$ cat src/i2cm_pkg.sv
// Shared types and constants for the I2C master bit sequencer.
`default_nettype none
package i2cm_pkg;

   localparam int unsigned BITS_PER_BYTE = 8;
   localparam int unsigned TPU_W         = 10;
   localparam int unsigned LIMIT_W       = 8;
   localparam int unsigned DELAY_W       = 13;
   localparam int unsigned BIT_W         = 4;
   localparam logic [7:0]  LIMIT_RESET   = 8'd250;

   typedef enum logic [2:0] {
      OP_TICK     = 3'd0,
      OP_START    = 3'd1,
      OP_STOP     = 3'd2,
      OP_WRITE    = 3'd3,
      OP_READ     = 3'd4,
      OP_WAIT_ACK = 3'd5
   } op_type;

   typedef enum logic [3:0] {
      PH_IDLE = 4'd0,
      PH_ST1  = 4'd1,
      PH_ST2  = 4'd2,
      PH_SP1  = 4'd3,
      PH_SP2  = 4'd4,
      PH_WR_A = 4'd5,
      PH_WR_B = 4'd6,
      PH_WR_C = 4'd7,
      PH_RD_A = 4'd8,
      PH_RD_B = 4'd9,
      PH_AK_A = 4'd10,
      PH_AK_B = 4'd11,
      PH_WA_A = 4'd12,
      PH_WA_B = 4'd13,
      PH_WA_P = 4'd14
   } phase_type;

   localparam logic CSR_TICKS_PER_US = 1'b0;
   localparam logic CSR_ACK_LIMIT    = 1'b1;

   typedef struct packed {
      logic       scl_level;
      logic       sda_level;
      logic       sda_drive;
      logic       busy_res;
      logic       done_res;
      logic [7:0] read_data;
      logic       ack_timeout;
   } rsp_type;

endpackage
`default_nettype wire

$ cat src/i2cm_seq.sv
// Phase sequencer: pin state, delay counter and byte shifter, one item per step.
`default_nettype none
module i2cm_seq
   import i2cm_pkg::*;
(
   input  wire logic               clock,
   input  wire logic               reset,
   input  wire logic               step,
   input  wire logic [2:0]         op,
   input  wire logic [7:0]         data_byte,
   input  wire logic               ack_after_read,
   input  wire logic               sda_sample,
   input  wire logic [TPU_W-1:0]   ticks_per_us,
   input  wire logic [LIMIT_W-1:0] ack_timeout_limit,
   output rsp_type                 result
);

   phase_type          phase_ff, phase_in;
   logic [2:0]         cmd_ff, cmd_in;
   logic [BIT_W-1:0]   bit_ff, bit_in;
   logic [7:0]         shift_ff, shift_in;
   logic [DELAY_W-1:0] delay_ff, delay_in;
   logic [7:0]         wait_ff, wait_in;
   logic               ackc_ff, ackc_in;
   logic               scl_ff, scl_in;
   logic               sda_ff, sda_in;
   logic               drv_ff, drv_in;
   logic [7:0]         last_ff, last_in;
   logic               tmo_ff, tmo_in;

   logic               is_tick, is_cmd, poll, elapsed, byte_end, wa_fail, done;
   logic [BIT_W-1:0]   bit_next;
   logic [7:0]         shift_wr;
   logic [DELAY_W-1:0] dly4, dly2, dly1, delay_dec;

   assign dly4 = {1'b0, ticks_per_us, 2'b00};
   assign dly2 = {2'b00, ticks_per_us, 1'b0};
   assign dly1 = {3'b000, ticks_per_us};

   assign is_tick   = step && (op == OP_TICK) && (phase_ff != PH_IDLE);
   assign is_cmd    = step && (phase_ff == PH_IDLE) && (op != OP_TICK) && (op <= OP_WAIT_ACK);
   assign poll      = (phase_ff == PH_WA_P);
   assign elapsed   = (delay_ff <= DELAY_W'(1));
   assign delay_dec = elapsed ? '0 : delay_ff - DELAY_W'(1);
   assign bit_next  = bit_ff + BIT_W'(1);
   assign byte_end  = (bit_next >= BIT_W'(BITS_PER_BYTE));
   assign wa_fail   = (wait_ff >= ack_timeout_limit);
   assign shift_wr  = {shift_ff[6:0], 1'b0};

   assign done = is_tick &&
                 ((poll && !sda_sample) ||
                  (!poll && elapsed &&
                   ((phase_ff == PH_ST2) || (phase_ff == PH_SP2) ||
                    (phase_ff == PH_AK_B) || ((phase_ff == PH_WR_C) && byte_end))));

   // Next phase.
   always_comb begin
      phase_in = phase_ff;
      if (is_cmd) begin
         unique case (op)
            OP_START: phase_in = PH_ST1;
            OP_STOP:  phase_in = PH_SP1;
            OP_WRITE: phase_in = PH_WR_A;
            OP_READ:  phase_in = PH_RD_A;
            default:  phase_in = PH_WA_A;
         endcase
      end else if (done) begin
         phase_in = PH_IDLE;
      end else if (is_tick && poll) begin
         if (sda_sample && wa_fail) begin
            phase_in = PH_SP1;
         end
      end else if (is_tick && elapsed) begin
         unique case (phase_ff)
            PH_ST1:  phase_in = PH_ST2;
            PH_SP1:  phase_in = PH_SP2;
            PH_WR_A: phase_in = PH_WR_B;
            PH_WR_B: phase_in = PH_WR_C;
            PH_WR_C: phase_in = PH_WR_A;
            PH_RD_A: phase_in = PH_RD_B;
            PH_RD_B: phase_in = byte_end ? PH_AK_A : PH_RD_A;
            PH_AK_A: phase_in = PH_AK_B;
            PH_WA_A: phase_in = PH_WA_B;
            PH_WA_B: phase_in = PH_WA_P;
            default: phase_in = phase_ff;
         endcase
      end
   end

   // Pins, delay counter and datapath.
   always_comb begin
      cmd_in   = cmd_ff;
      bit_in   = bit_ff;
      shift_in = shift_ff;
      delay_in = delay_ff;
      wait_in  = wait_ff;
      ackc_in  = ackc_ff;
      scl_in   = scl_ff;
      sda_in   = sda_ff;
      drv_in   = drv_ff;
      last_in  = last_ff;
      tmo_in   = tmo_ff;
      if (is_cmd) begin
         cmd_in  = op;
         tmo_in  = 1'b0;
         bit_in  = '0;
         wait_in = '0;
         unique case (op)
            OP_START: begin
               drv_in   = 1'b1;
               sda_in   = 1'b1;
               scl_in   = 1'b1;
               delay_in = dly4;
            end
            OP_STOP: begin
               drv_in   = 1'b1;
               scl_in   = 1'b0;
               sda_in   = 1'b0;
               delay_in = dly4;
            end
            OP_WRITE: begin
               shift_in = data_byte;
               drv_in   = 1'b1;
               scl_in   = 1'b0;
               sda_in   = data_byte[7];
               delay_in = dly2;
            end
            OP_READ: begin
               shift_in = '0;
               ackc_in  = ack_after_read;
               drv_in   = 1'b0;
               scl_in   = 1'b0;
               delay_in = dly2;
            end
            default: begin
               drv_in   = 1'b0;
               sda_in   = 1'b1;
               delay_in = dly1;
            end
         endcase
      end else if (is_tick && poll) begin
         if (!sda_sample) begin
            scl_in = 1'b0;
         end else if (wa_fail) begin
            // give up: force a stop sequence
            drv_in   = 1'b1;
            scl_in   = 1'b0;
            sda_in   = 1'b0;
            delay_in = dly4;
         end else begin
            wait_in = wait_ff + 8'd1;
         end
      end else if (is_tick) begin
         delay_in = delay_dec;
         if (elapsed) begin
            case (phase_ff)
               PH_ST1: begin
                  sda_in   = 1'b0;
                  delay_in = dly4;
               end
               PH_ST2: scl_in = 1'b0;
               PH_SP1: begin
                  scl_in   = 1'b1;
                  sda_in   = 1'b1;
                  delay_in = dly4;
               end
               PH_SP2: begin
                  if (cmd_ff == OP_WAIT_ACK) begin
                     tmo_in = 1'b1;
                  end
               end
               PH_WR_A: begin
                  scl_in   = 1'b1;
                  delay_in = dly2;
               end
               PH_WR_B: begin
                  scl_in   = 1'b0;
                  delay_in = dly2;
               end
               PH_WR_C: begin
                  shift_in = shift_wr;
                  bit_in   = bit_next;
                  if (!byte_end) begin
                     sda_in   = shift_wr[7];
                     delay_in = dly2;
                  end
               end
               PH_RD_A: begin
                  scl_in   = 1'b1;
                  shift_in = {shift_ff[6:0], sda_sample};
                  delay_in = dly1;
               end
               PH_RD_B: begin
                  bit_in   = bit_next;
                  scl_in   = 1'b0;
                  delay_in = dly2;
                  if (byte_end) begin
                     drv_in = 1'b1;
                     sda_in = !ackc_ff;
                  end
               end
               PH_AK_A: begin
                  scl_in   = 1'b1;
                  delay_in = dly2;
               end
               PH_AK_B: begin
                  scl_in  = 1'b0;
                  last_in = shift_ff;
               end
               PH_WA_A: begin
                  scl_in   = 1'b1;
                  delay_in = dly1;
               end
               default: ;
            endcase
         end
      end
   end

   always_ff @(posedge clock) begin
      if (reset) begin
         phase_ff <= PH_IDLE;
         cmd_ff   <= '0;
         bit_ff   <= '0;
         shift_ff <= '0;
         delay_ff <= '0;
         wait_ff  <= '0;
         ackc_ff  <= 1'b0;
         scl_ff   <= 1'b1;
         sda_ff   <= 1'b1;
         drv_ff   <= 1'b0;
         last_ff  <= '0;
         tmo_ff   <= 1'b0;
      end else if (step) begin
         phase_ff <= phase_in;
         cmd_ff   <= cmd_in;
         bit_ff   <= bit_in;
         shift_ff <= shift_in;
         delay_ff <= delay_in;
         wait_ff  <= wait_in;
         ackc_ff  <= ackc_in;
         scl_ff   <= scl_in;
         sda_ff   <= sda_in;
         drv_ff   <= drv_in;
         last_ff  <= last_in;
         tmo_ff   <= tmo_in;
      end
   end

   always_comb begin
      result.scl_level   = scl_in;
      result.sda_level   = sda_in;
      result.sda_drive   = drv_in;
      result.busy_res    = (phase_in != PH_IDLE);
      result.done_res    = done;
      result.read_data   = last_in;
      result.ack_timeout = tmo_in;
   end

   a_idle_delay_clear: assert property (@(posedge clock) disable iff (reset)
      (phase_ff == PH_IDLE) |-> (delay_ff == '0))
      else $error("delay counter not cleared while idle");

   a_bit_index_range: assert property (@(posedge clock) disable iff (reset)
      bit_ff <= BIT_W'(BITS_PER_BYTE))
      else $error("bit index past end of byte");

   a_read_releases_sda: assert property (@(posedge clock) disable iff (reset)
      ((phase_ff == PH_RD_A) || (phase_ff == PH_RD_B)) |-> !drv_ff)
      else $error("SDA driven during read bit");

   a_write_drives_sda: assert property (@(posedge clock) disable iff (reset)
      ((phase_ff == PH_WR_A) || (phase_ff == PH_WR_B) || (phase_ff == PH_WR_C)) |-> drv_ff)
      else $error("SDA released during write bit");

endmodule
`default_nettype wire

$ cat src/i2c_master_bit_sequencer.sv
// I2C master bit sequencer top level: item register, sequencer, result register.
//
// Usage: each request beat is either a timebase tick (op tick, carrying the
// sampled SDA level) or a command (start, stop, write byte, read byte, wait
// for ack). Every request beat yields exactly one response beat with the pin
// levels after the item, busy/done flags, the last read byte and the ack
// timeout flag. A command that arrives while a command is running is ignored.
// Delay phases last 4, 2 or 1 units of ticks_per_us tick beats.
// An accepted request beat loads the item register; while the response
// side is not stalled, the item then moves through the sequencer into the
// result register. Throughput is one item per cycle while the response is
// not stalled; the phase logic between the two registers is combinational.
// When the receiver stalls, the response holds and the item register still
// takes one more request beat; further requests are stalled.
// The configuration port is always ready; write it only while the block is
// idle. Synchronous reset returns the pins to SCL high, SDA high and
// released, sets ticks_per_us to 1 and ack_timeout_limit to 250.
`default_nettype none
module i2c_master_bit_sequencer
   import i2cm_pkg::*;
(
   input  wire logic                clock,
   input  wire logic                reset,
   input  wire logic                req_valid,
   output logic                     req_stall,
   input  wire logic [2:0]          req_op,
   input  wire logic [7:0]          req_data_byte,
   input  wire logic                req_ack_after_read,
   input  wire logic                req_sda_sample,
   output logic                     rsp_valid,
   input  wire logic                rsp_stall,
   output logic                     rsp_scl_level,
   output logic                     rsp_sda_level,
   output logic                     rsp_sda_drive,
   output logic                     rsp_busy_res,
   output logic                     rsp_done_res,
   output logic [7:0]               rsp_read_data,
   output logic                     rsp_ack_timeout,
   input  wire logic                csr_valid,
   output logic                     csr_ready,
   input  wire logic                csr_index,
   input  wire logic [TPU_W-1:0]    csr_wdata
);

   logic               in_valid_ff, in_valid_in;
   logic [2:0]         op_ff;
   logic [7:0]         data_ff;
   logic               ack_ff;
   logic               sda_ff;
   logic               rsp_valid_ff, rsp_valid_in;
   rsp_type            rsp_ff, result;
   logic [TPU_W-1:0]   tpu_ff;
   logic [LIMIT_W-1:0] limit_ff;
   logic               out_blocked, advance, req_accept;

   assign out_blocked = rsp_valid_ff && rsp_stall;
   assign advance     = in_valid_ff && !out_blocked;
   assign req_stall   = in_valid_ff && out_blocked;
   assign req_accept  = req_valid && !req_stall;
   assign csr_ready   = 1'b1;

   assign in_valid_in  = req_accept ? 1'b1 : (advance ? 1'b0 : in_valid_ff);
   assign rsp_valid_in = advance ? 1'b1 : out_blocked;

   always_ff @(posedge clock) begin
      if (reset) begin
         in_valid_ff  <= 1'b0;
         rsp_valid_ff <= 1'b0;
         tpu_ff       <= TPU_W'(1);
         limit_ff     <= LIMIT_RESET;
      end else begin
         in_valid_ff  <= in_valid_in;
         rsp_valid_ff <= rsp_valid_in;
         if (csr_valid && csr_ready) begin
            unique case (csr_index)
               CSR_TICKS_PER_US: tpu_ff   <= csr_wdata;
               CSR_ACK_LIMIT:    limit_ff <= csr_wdata[LIMIT_W-1:0];
               default: ;
            endcase
         end
      end
   end

   // Item and result payload: no reset.
   always_ff @(posedge clock) begin
      if (req_accept) begin
         op_ff   <= req_op;
         data_ff <= req_data_byte;
         ack_ff  <= req_ack_after_read;
         sda_ff  <= req_sda_sample;
      end
      if (advance) begin
         rsp_ff <= result;
      end
   end

   i2cm_seq u_seq (
      .clock             (clock),
      .reset             (reset),
      .step              (advance),
      .op                (op_ff),
      .data_byte         (data_ff),
      .ack_after_read    (ack_ff),
      .sda_sample        (sda_ff),
      .ticks_per_us      (tpu_ff),
      .ack_timeout_limit (limit_ff),
      .result            (result)
   );

   assign rsp_valid       = rsp_valid_ff;
   assign rsp_scl_level   = rsp_ff.scl_level;
   assign rsp_sda_level   = rsp_ff.sda_level;
   assign rsp_sda_drive   = rsp_ff.sda_drive;
   assign rsp_busy_res    = rsp_ff.busy_res;
   assign rsp_done_res    = rsp_ff.done_res;
   assign rsp_read_data   = rsp_ff.read_data;
   assign rsp_ack_timeout = rsp_ff.ack_timeout;

   a_done_not_busy: assert property (@(posedge clock) disable iff (reset)
      (rsp_valid_ff && rsp_ff.done_res) |-> !rsp_ff.busy_res)
      else $error("response both done and busy");

   a_no_overrun: assert property (@(posedge clock) disable iff (reset)
      (in_valid_ff && out_blocked) |=> in_valid_ff)
      else $error("item dropped while response stalled");

   a_result_beat: assert property (@(posedge clock) disable iff (reset)
      $past(advance) |-> rsp_valid_ff)
      else $error("processed item produced no response");

endmodule
`default_nettype wire
$ cat config.mk
export PLATFORM = sky130hd
export DESIGN_NAME = i2c_master_bit_sequencer
export DESIGN_NICKNAME = d
export VERILOG_FILES = /design/src/i2cm_pkg.sv /design/src/i2cm_seq.sv /design/src/i2c_master_bit_sequencer.sv
export SDC_FILE = /design/constraint.sdc
export NUM_CORES = 1
export LEC_CHECK = 0
export BUFFER_PORTS_ARGS = -buffer_cell sky130_fd_sc_hd__buf_2
export CORE_MARGIN = 5
export CORE_UTILIZATION = 50
export CTS_CLUSTER_SIZE = 10
export DETAILED_ROUTE_END_ITERATION = 16
export PLACE_DENSITY_LB_ADDON = 0.05
export SETUP_SLACK_MARGIN = 0.02
export SLEW_MARGIN = 20
export SYNTH_ARGS = -nofsm -noshare
export SYNTH_HDL_FRONTEND = slang
export SYNTH_SLANG_ARGS = --single-unit
$ cat constraint.sdc
create_clock -name clock -period 3 [get_ports clock]
set_input_delay 0.15 -clock clock [delete_from_list [all_inputs] [get_ports clock]]
set_output_delay 0.15 -clock clock [all_outputs]
set_load 0.02 [all_outputs]
==> results of run 1 <==
## stage by stage
stage	instances	area [um2]	util, %
2_1_floorplan	629	5600	-
3_3_place_gp	801	6040	55.4
3_5_place_dp	801	6040	55.4
4_1_cts	841	6490	59.6
5_1_grt	841	6490	59.6
6_report	843	6500	59.7
## per-layer routing
metal	up-vias	part of all wire, %
met5	-	0
met1	2425	45
met4	0	1.8
li1	2482	-
met2	222	46
met3	26	7.1
## registers in the layout (all words and copies together) (netlist names), 3 cells and up
name	flops
u_seq.cmd_ff	3
u_seq.shift_ff	8
u_seq.last_ff	8
data_ff	8
u_seq.wait_ff	8
u_seq.delay_ff	13
op_ff	3
tpu_ff	10
u_seq.phase_ff	4
rsp_read_data	8
limit_ff	8
u_seq.bit_ff	4
## worst reg2reg max path, delay by kind of cell (launching register included)
family	cells	cell delay [ns]
buffers and inverters	1	0.20
flip-flops	1	0.39
multiplexers	1	0.33
AND/OR/NAND/NOR	5	1.61
## cells by family after synthesis
group,after synthesis
and+or+nand+nor,241
buffers and inverters,70
adders and majority gates,12
xor gates and xnor gates,18
AOI/OAI and AO/OA,171
other,1
DFF,100
muxes,16
## cell usage in the layout, fill, tap and decap left out, types with 7 or more instances in the layout
cell type / synthesis / layout
a2111oi_0: 8 / 8
a21oi_1: 46 / 46
a22oi_1: 11 / 11
a32o_1: 8 / 8
and2_1: 13 / 13
and3_1: 11 / 11
buf_2: 13 / 44
buf_4: 3 / 33
clkbuf_8: 0 / 9
dfxtp_1: 73 / 73
dlygate4sd3_1: 0 / 24
edfxtp_1: 27 / 27
ha_1: 12 / 12
inv_1: 25 / 25
mux2_4: 8 / 8
nand2_1: 66 / 66
nand2b_1: 10 / 10
nand3_1: 29 / 29
nor2_1: 38 / 38
nor2b_1: 7 / 7
nor3_1: 20 / 20
nor4_1: 8 / 8
o21ai_0: 15 / 15
o22ai_1: 11 / 11
xnor2_1: 11 / 11
xor2_1: 7 / 7
## worst min-delay path by stage
stage | from | end | slack [ns] | cells after the start
after CTS | rsp_stall | rsp_valid$_SDFF_PP0_ | 0.01 | 3
after global routing | rsp_stall | rsp_valid$_SDFF_PP0_ | 0.04 | 3
after floorplan | req_ack_after_read | ack_ff$_DFFE_PP_ | 0.25 | 0
after detailed placement | req_ack_after_read | ack_ff$_DFFE_PP_ | 0.33 | 1
final | rsp_stall | rsp_valid$_SDFF_PP0_ | 0.04 | 3
after global placement | req_data_byte[7] | data_ff[7]$_DFFE_PP_ | 0.33 | 1
## power groups by stage
stage	Sequential (uW)	Combinational (uW)	Clock (uW)
final	1500	582	950
after detailed placement	1530	546	0
after global placement	1530	542	0
after floorplan	1520	392	0
after global routing	1510	636	1030
after CTS	1500	573	974
## final cells by class
type                       instances  area [um2]
fill                             985        4390
multi-input combinational        459        3030
sequential                       100        2270
timing repair buffer             101         708
tap                              140         175
clock buffer                      10         128
inverter                          25        93.8
clock inverter                     6        87.6
antenna                            2        5.00
## timing repair
item                      CTS  global route
resized for setup           0             0
hold endpoints to repair   24             0
hold buffers               24             0
==> run_results.csv, run 1 <==
group,metric,value,unit
final_layout,drive_gt1_share,17.8,%
power,max-vdd-ir-drop,0.377,mV
cts,postCtsSetupBuffers,0,
global_route,grt_first_pass_wirelength,24.5,mm
worst_setup_path,crit_arrival,2.91,ns
worst_hold_path,holdCritPathClass,"primary input to flop",
route,vias_per_cell,6.12,
global_route,use_met3,4.65,%
cts,clkTransAtPathRegs,0.10,ns
power,power_leakage,0.00253,uW
synth,syn_inst,629,
floorplanning,die_w,116,um
global_route,grt_pass1_vias,4787,
worst_setup_path,crit_chain,"nor4_4 > nor4bb_1 > buf_4 > and3_1 > and4_4 > mux2_4 > and2_1",
route,wl_per_cell,18.1,um
synth,syn_area_per_cell,8.90,um2
synth,syn_area,5600,um2
floorplanning,die_area,13400,um2
worst_setup_path,critPathBufInv,1,
synth,synth.most_common_cell,"dfxtp_1",
timing,worst_slack,0.372,ns
final_layout,nets,737,
global_route,track_usage,23.2,%
synth,synth-compound-area-share,21.9,%
timing,finalSetupViolCount,0,
timing,finalSetupTns,0,ns
synth,synth-xor-area-share,2.82,%
power,power.share.clock,31.4,%
worst_setup_path,critPathCaptureType,"flop",
synth,synth-adder-area-share,2.68,%
final_layout,syn_to_final_growth,16.0,%
cts,cts_inserted_buffers,9,
floorplanning,core,10900,um2
power,power.net_switching,875,uW
worst_setup_path,crit_path_top_delay_cell,"and4_4",
synth,synth-main-ff-cell,"dfxtp_1",
synth,seq_area_frac_synth,40.6,%
worst_setup_path,endpoint,"u_seq.last_ff[3]$_SDFFE_PP0P_",
global_route,grt-ovfl-total,0,
power,p_comb_share,19.2,%
worst_setup_path,cp-start-kind,"flop",
synth,synth_top_family_by_area,"simple AND/OR/NAND/NOR gates",
worst_setup_path,crit_fanout,10,
run_status,outcome,"completed",
floorplanning,initial_core_util,51.4,%
cts,cts.htree.levels,3,
global_route,grt.met1_usage,31.6,%
worst_setup_path,worstSetupPathType,"flop to flop",
power,power_frac_seq,49.4,%
floorplanning,io_pins,46,
timing,maxSlewHeadroom,49.8,%
worst_setup_path,rr_startpoint,"u_seq.delay_ff[2]$_SDFFE_PP0P_",
placed_design,place.gp.congestion,0.931,
timing,fmax,381,MHz
worst_setup_path,r2r_cells,7,
global_route,antenna_found_initial,0,
timing,worst_pin_slew,0.748,ns
cts,cts.sinks,100,
global_route,met2_usage,36.7,%
worst_setup_path,r2r_end,"u_seq.last_ff[3]$_SDFFE_PP0P_",
synth,synth_simple_gate_area_share,22.8,%
synth,synth_area_leaders,"dfxtp_1, edfxtp_1, nand2_1",
worst_setup_path,slowest_delay,0.41,ns
placed_design,dp_slack,0.402,ns
cts,cts_tree,"yes",
synth,synthDistinctLibCells,78,
run,cap_viol_max_count,0,
synth,ys_warn_count,0,
synth,synth_nets,670,
timing,rsz0062_at_grt,"no",
placed_design,io_buffers,44,
worst_setup_path,critPathRequiredTime,3.28,ns
power,power_density,466,nW/um2
synth,synth-edff-count,27,
worst_setup_path,crit_cells,7,
cts,cts_root_buf,"clkbuf_8",
power,total_power,3030,uW
timing,final_hold_viol_count,0,
power,netSwitchingFraction,28.9,%
synth,yosysTopAreaCell,"dfxtp_1",
global_route,grt_max_degree,36,
synth,synth_top_area_share,26.1,%
timing,maxSlewViolCount,0,
route,vias,5155,
floorplanning,num_rows,38,
global_route,grt_busiest_layer,"met2",
cts,clk_path_buf_depth,2,
worst_setup_path,critical_path.top_delay_family,"simple AND/OR/NAND/NOR gates",
timing,fin_crit,2.63,ns
worst_setup_path,worstSetupStartpoint,"u_seq.delay_ff[2]$_SDFFE_PP0P_",
route,ant_nets,0,
route,drc_errors,0,
synth,synth-seq-cells,100,
route,first_iter_violations,521,
route,routed_wl,15.3,mm
synth,ys_top_cells_by_count,"dfxtp_1, nand2_1, a21oi_1",
placed_design,hpwlAfterDp,10.8,mm
power,p_int,2160,uW
synth,synth_mux_area_share,3.66,%
floorplanning,fp.dieH,116,um
timing,period_share,87.6,%
route,drt_first_pass_iters,7,
synth,synthArstFlopShare,0,%
worst_setup_path,reg2reg_slack,0.37,ns
cts,clock_latency,0.39,ns
timing,timing.hold.ws,0.0358,ns
timing,finClkSkew,0.0163,ns
No activity file was read; power rests on OpenSTA's default activity.
==> run 2, diff against run 1 <==
--- a/config.mk
+++ b/config.mk
@@ -11,6 +11,7 @@
 export CTS_CLUSTER_SIZE = 10
 export DETAILED_ROUTE_END_ITERATION = 16
 export PLACE_DENSITY_LB_ADDON = 0.05
+export RECOVER_POWER = 50
 export SETUP_SLACK_MARGIN = 0.02
 export SLEW_MARGIN = 20
 export SYNTH_ARGS = -nofsm -noshare
==> run_results.csv, run 2 (synthesis results as in run 1) <==
group,metric,value,unit
run_status,outcome,"completed",
placed_design,io_buffers,44,
placed_design,dp_cells,801,
worst_setup_path,crit_fanout,12,
timing,maxSlewHeadroom,50.7,%
route,drt_first_pass_iters,6,
floorplanning,num_rows,38,
cts,cts.htree.levels,3,
worst_setup_path,crit_path_top_delay_cell,"nand2b_1",
floorplanning,die_w,116,um
timing,timing.hold.ws,0.0350,ns
worst_setup_path,critPathRequiredTime,3.29,ns
global_route,grt-ovfl-total,0,
timing,rsz0062_at_grt,"no",
route,drc_errors,0,
route,first_iter_violations,478,
worst_setup_path,crit_chain,"a21bo_1 > inv_1 > clkbuf_1 > buf_4 > nand3_2 > nand2b_1 > o221ai_1 > o221a_2",
global_route,grt_busiest_layer,"met2",
worst_setup_path,crit_arrival,3.02,ns
worst_setup_path,critPathCaptureType,"flop",
route,ant_nets,0,
power,power_leakage,0.00245,uW
final_layout,final_cell_mix,"dfxtp_1, nand2_1, a21oi_1",
final_layout,nets,737,
global_route,grt_max_degree,36,
global_route,grt_pass1_vias,4787,
timing,finClkSkew,0.0173,ns
run,cap_viol_max_count,0,
final_layout,fin_cells,843,
global_route,use_met3,4.65,%
floorplanning,die_area,13400,um2
route,vias,5189,
global_route,grt.met1_usage,31.6,%
worst_hold_path,holdCritPathClass,"primary input to flop",
timing,final_hold_viol_count,0,
cts,cts_inserted_buffers,9,
placed_design,place.gp.congestion,0.931,
floorplanning,fp.dieH,116,um
floorplanning,core,10900,um2
route,routed_wl,15.3,mm
route,wl_per_cell,18.1,um
route,vias_per_cell,6.16,
power,power_density,469,nW/um2
final_layout,fin_util,59.3,%
worst_setup_path,cp-start-kind,"flop",
timing,period_share,91.1,%
cts,clk_path_buf_depth,2,
timing,fin_crit,2.73,ns
global_route,met2_usage,36.7,%
final_layout,multi_input_area,3030,um2
final_layout,drive_gt1_share,14.0,%
timing,fmax,366,MHz
timing,worst_pin_slew,0.735,ns
final_layout,seq_area,2270,um2
global_route,track_usage,23.2,%
floorplanning,io_pins,46,
placed_design,hpwlAfterDp,10.8,mm
floorplanning,initial_core_util,51.4,%
final_layout,top_regs,"u_seq.delay_ff (13), tpu_ff (10)",
cts,clock_latency,0.39,ns
timing,maxSlewViolCount,0,
global_route,antenna_found_initial,0,
final_layout,largest_reg_flops,13,
timing,finalSetupTns,0,ns
final_layout,top_register,"u_seq.delay_ff",
cts,cts_tree,"yes",
worst_setup_path,slowest_delay,0.39,ns
cts,clkTransAtPathRegs,0.10,ns
final_layout,layout.filler_cells,1000,
worst_setup_path,worstSetupPathType,"flop to flop",
final_layout,syn_to_final_growth,15.3,%
power,max-vdd-ir-drop,0.378,mV
cts,cts_root_buf,"clkbuf_8",
timing,finalSetupViolCount,0,
global_route,grt_first_pass_wirelength,24.5,mm
cts,cts.sinks,100,
cts,postCtsSetupBuffers,0,
final_layout,final_common_cell,"dfxtp_1",
run 2: report_power, final:
part | internal (uW) | leakage [uW] | total [uW] | switching (uW)
Combinational | 237 | 0.00148 | 577 | 340
Clock | 472 | 0.000111 | 954 | 482
Sequential | 1440 | 0.000857 | 1500 | 56.4
run 2: what timing repair did:
item,CTS,global route
endpoints found under the hold margin,24,0
resized for setup,0,0
hold buffers,24,0
run 2: worst paths after layout:
check	from	to	slack, ns	depth (start not counted)
hold / removal	rsp_stall	rsp_valid$_SDFF_PP0_	0.03	3
hold reg to reg	limit_ff[2]$_SDFFE_PP0P_	limit_ff[2]$_SDFFE_PP0P_	0.47	2
setup reg to reg	in_valid_ff$_SDFFE_PP0P_	u_seq.delay_ff[6]$_SDFFE_PP0P_	0.27	8
setup / recovery	in_valid_ff$_SDFFE_PP0P_	u_seq.delay_ff[6]$_SDFFE_PP0P_	0.27	8
run 2: final cells by class:
cell class	count	share of cell area (%)
multi-input combinational	459	46.9
sequential	100	35.2
timing repair buffer	101	10.4
tap	140	2.71
clock buffer	10	1.98
inverter	25	1.45
clock inverter	6	1.36
antenna	2	0.0775
run 2: worst max-delay path: cells and delay by family, from the launching register on:
kind            cells  cell delay [ns]
compound gates      3             0.84
flops               1             0.35
buf+inv             3             0.83
simple gates        2             0.60
run 2: routing by layer:
| layer | wire [um] | part of all wire [%] |
|---|---|---|
| met5 | 0 | 0 |
| met4 | 274 | 1.8 |
| met3 | 950 | 6.2 |
| met2 | 7060 | 46 |
| met1 | 6970 | 46 |
run 2: stage by stage:
stage,setup slack (ns),instance area [um2],power [uW]
2_1_floorplan,0.598,5600,1910
3_3_place_gp,0.405,6040,2070
3_5_place_dp,0.402,6040,2070
4_1_cts,0.382,6490,3040
5_1_grt,0.116,6450,3170
6_report,0.268,6460,3030
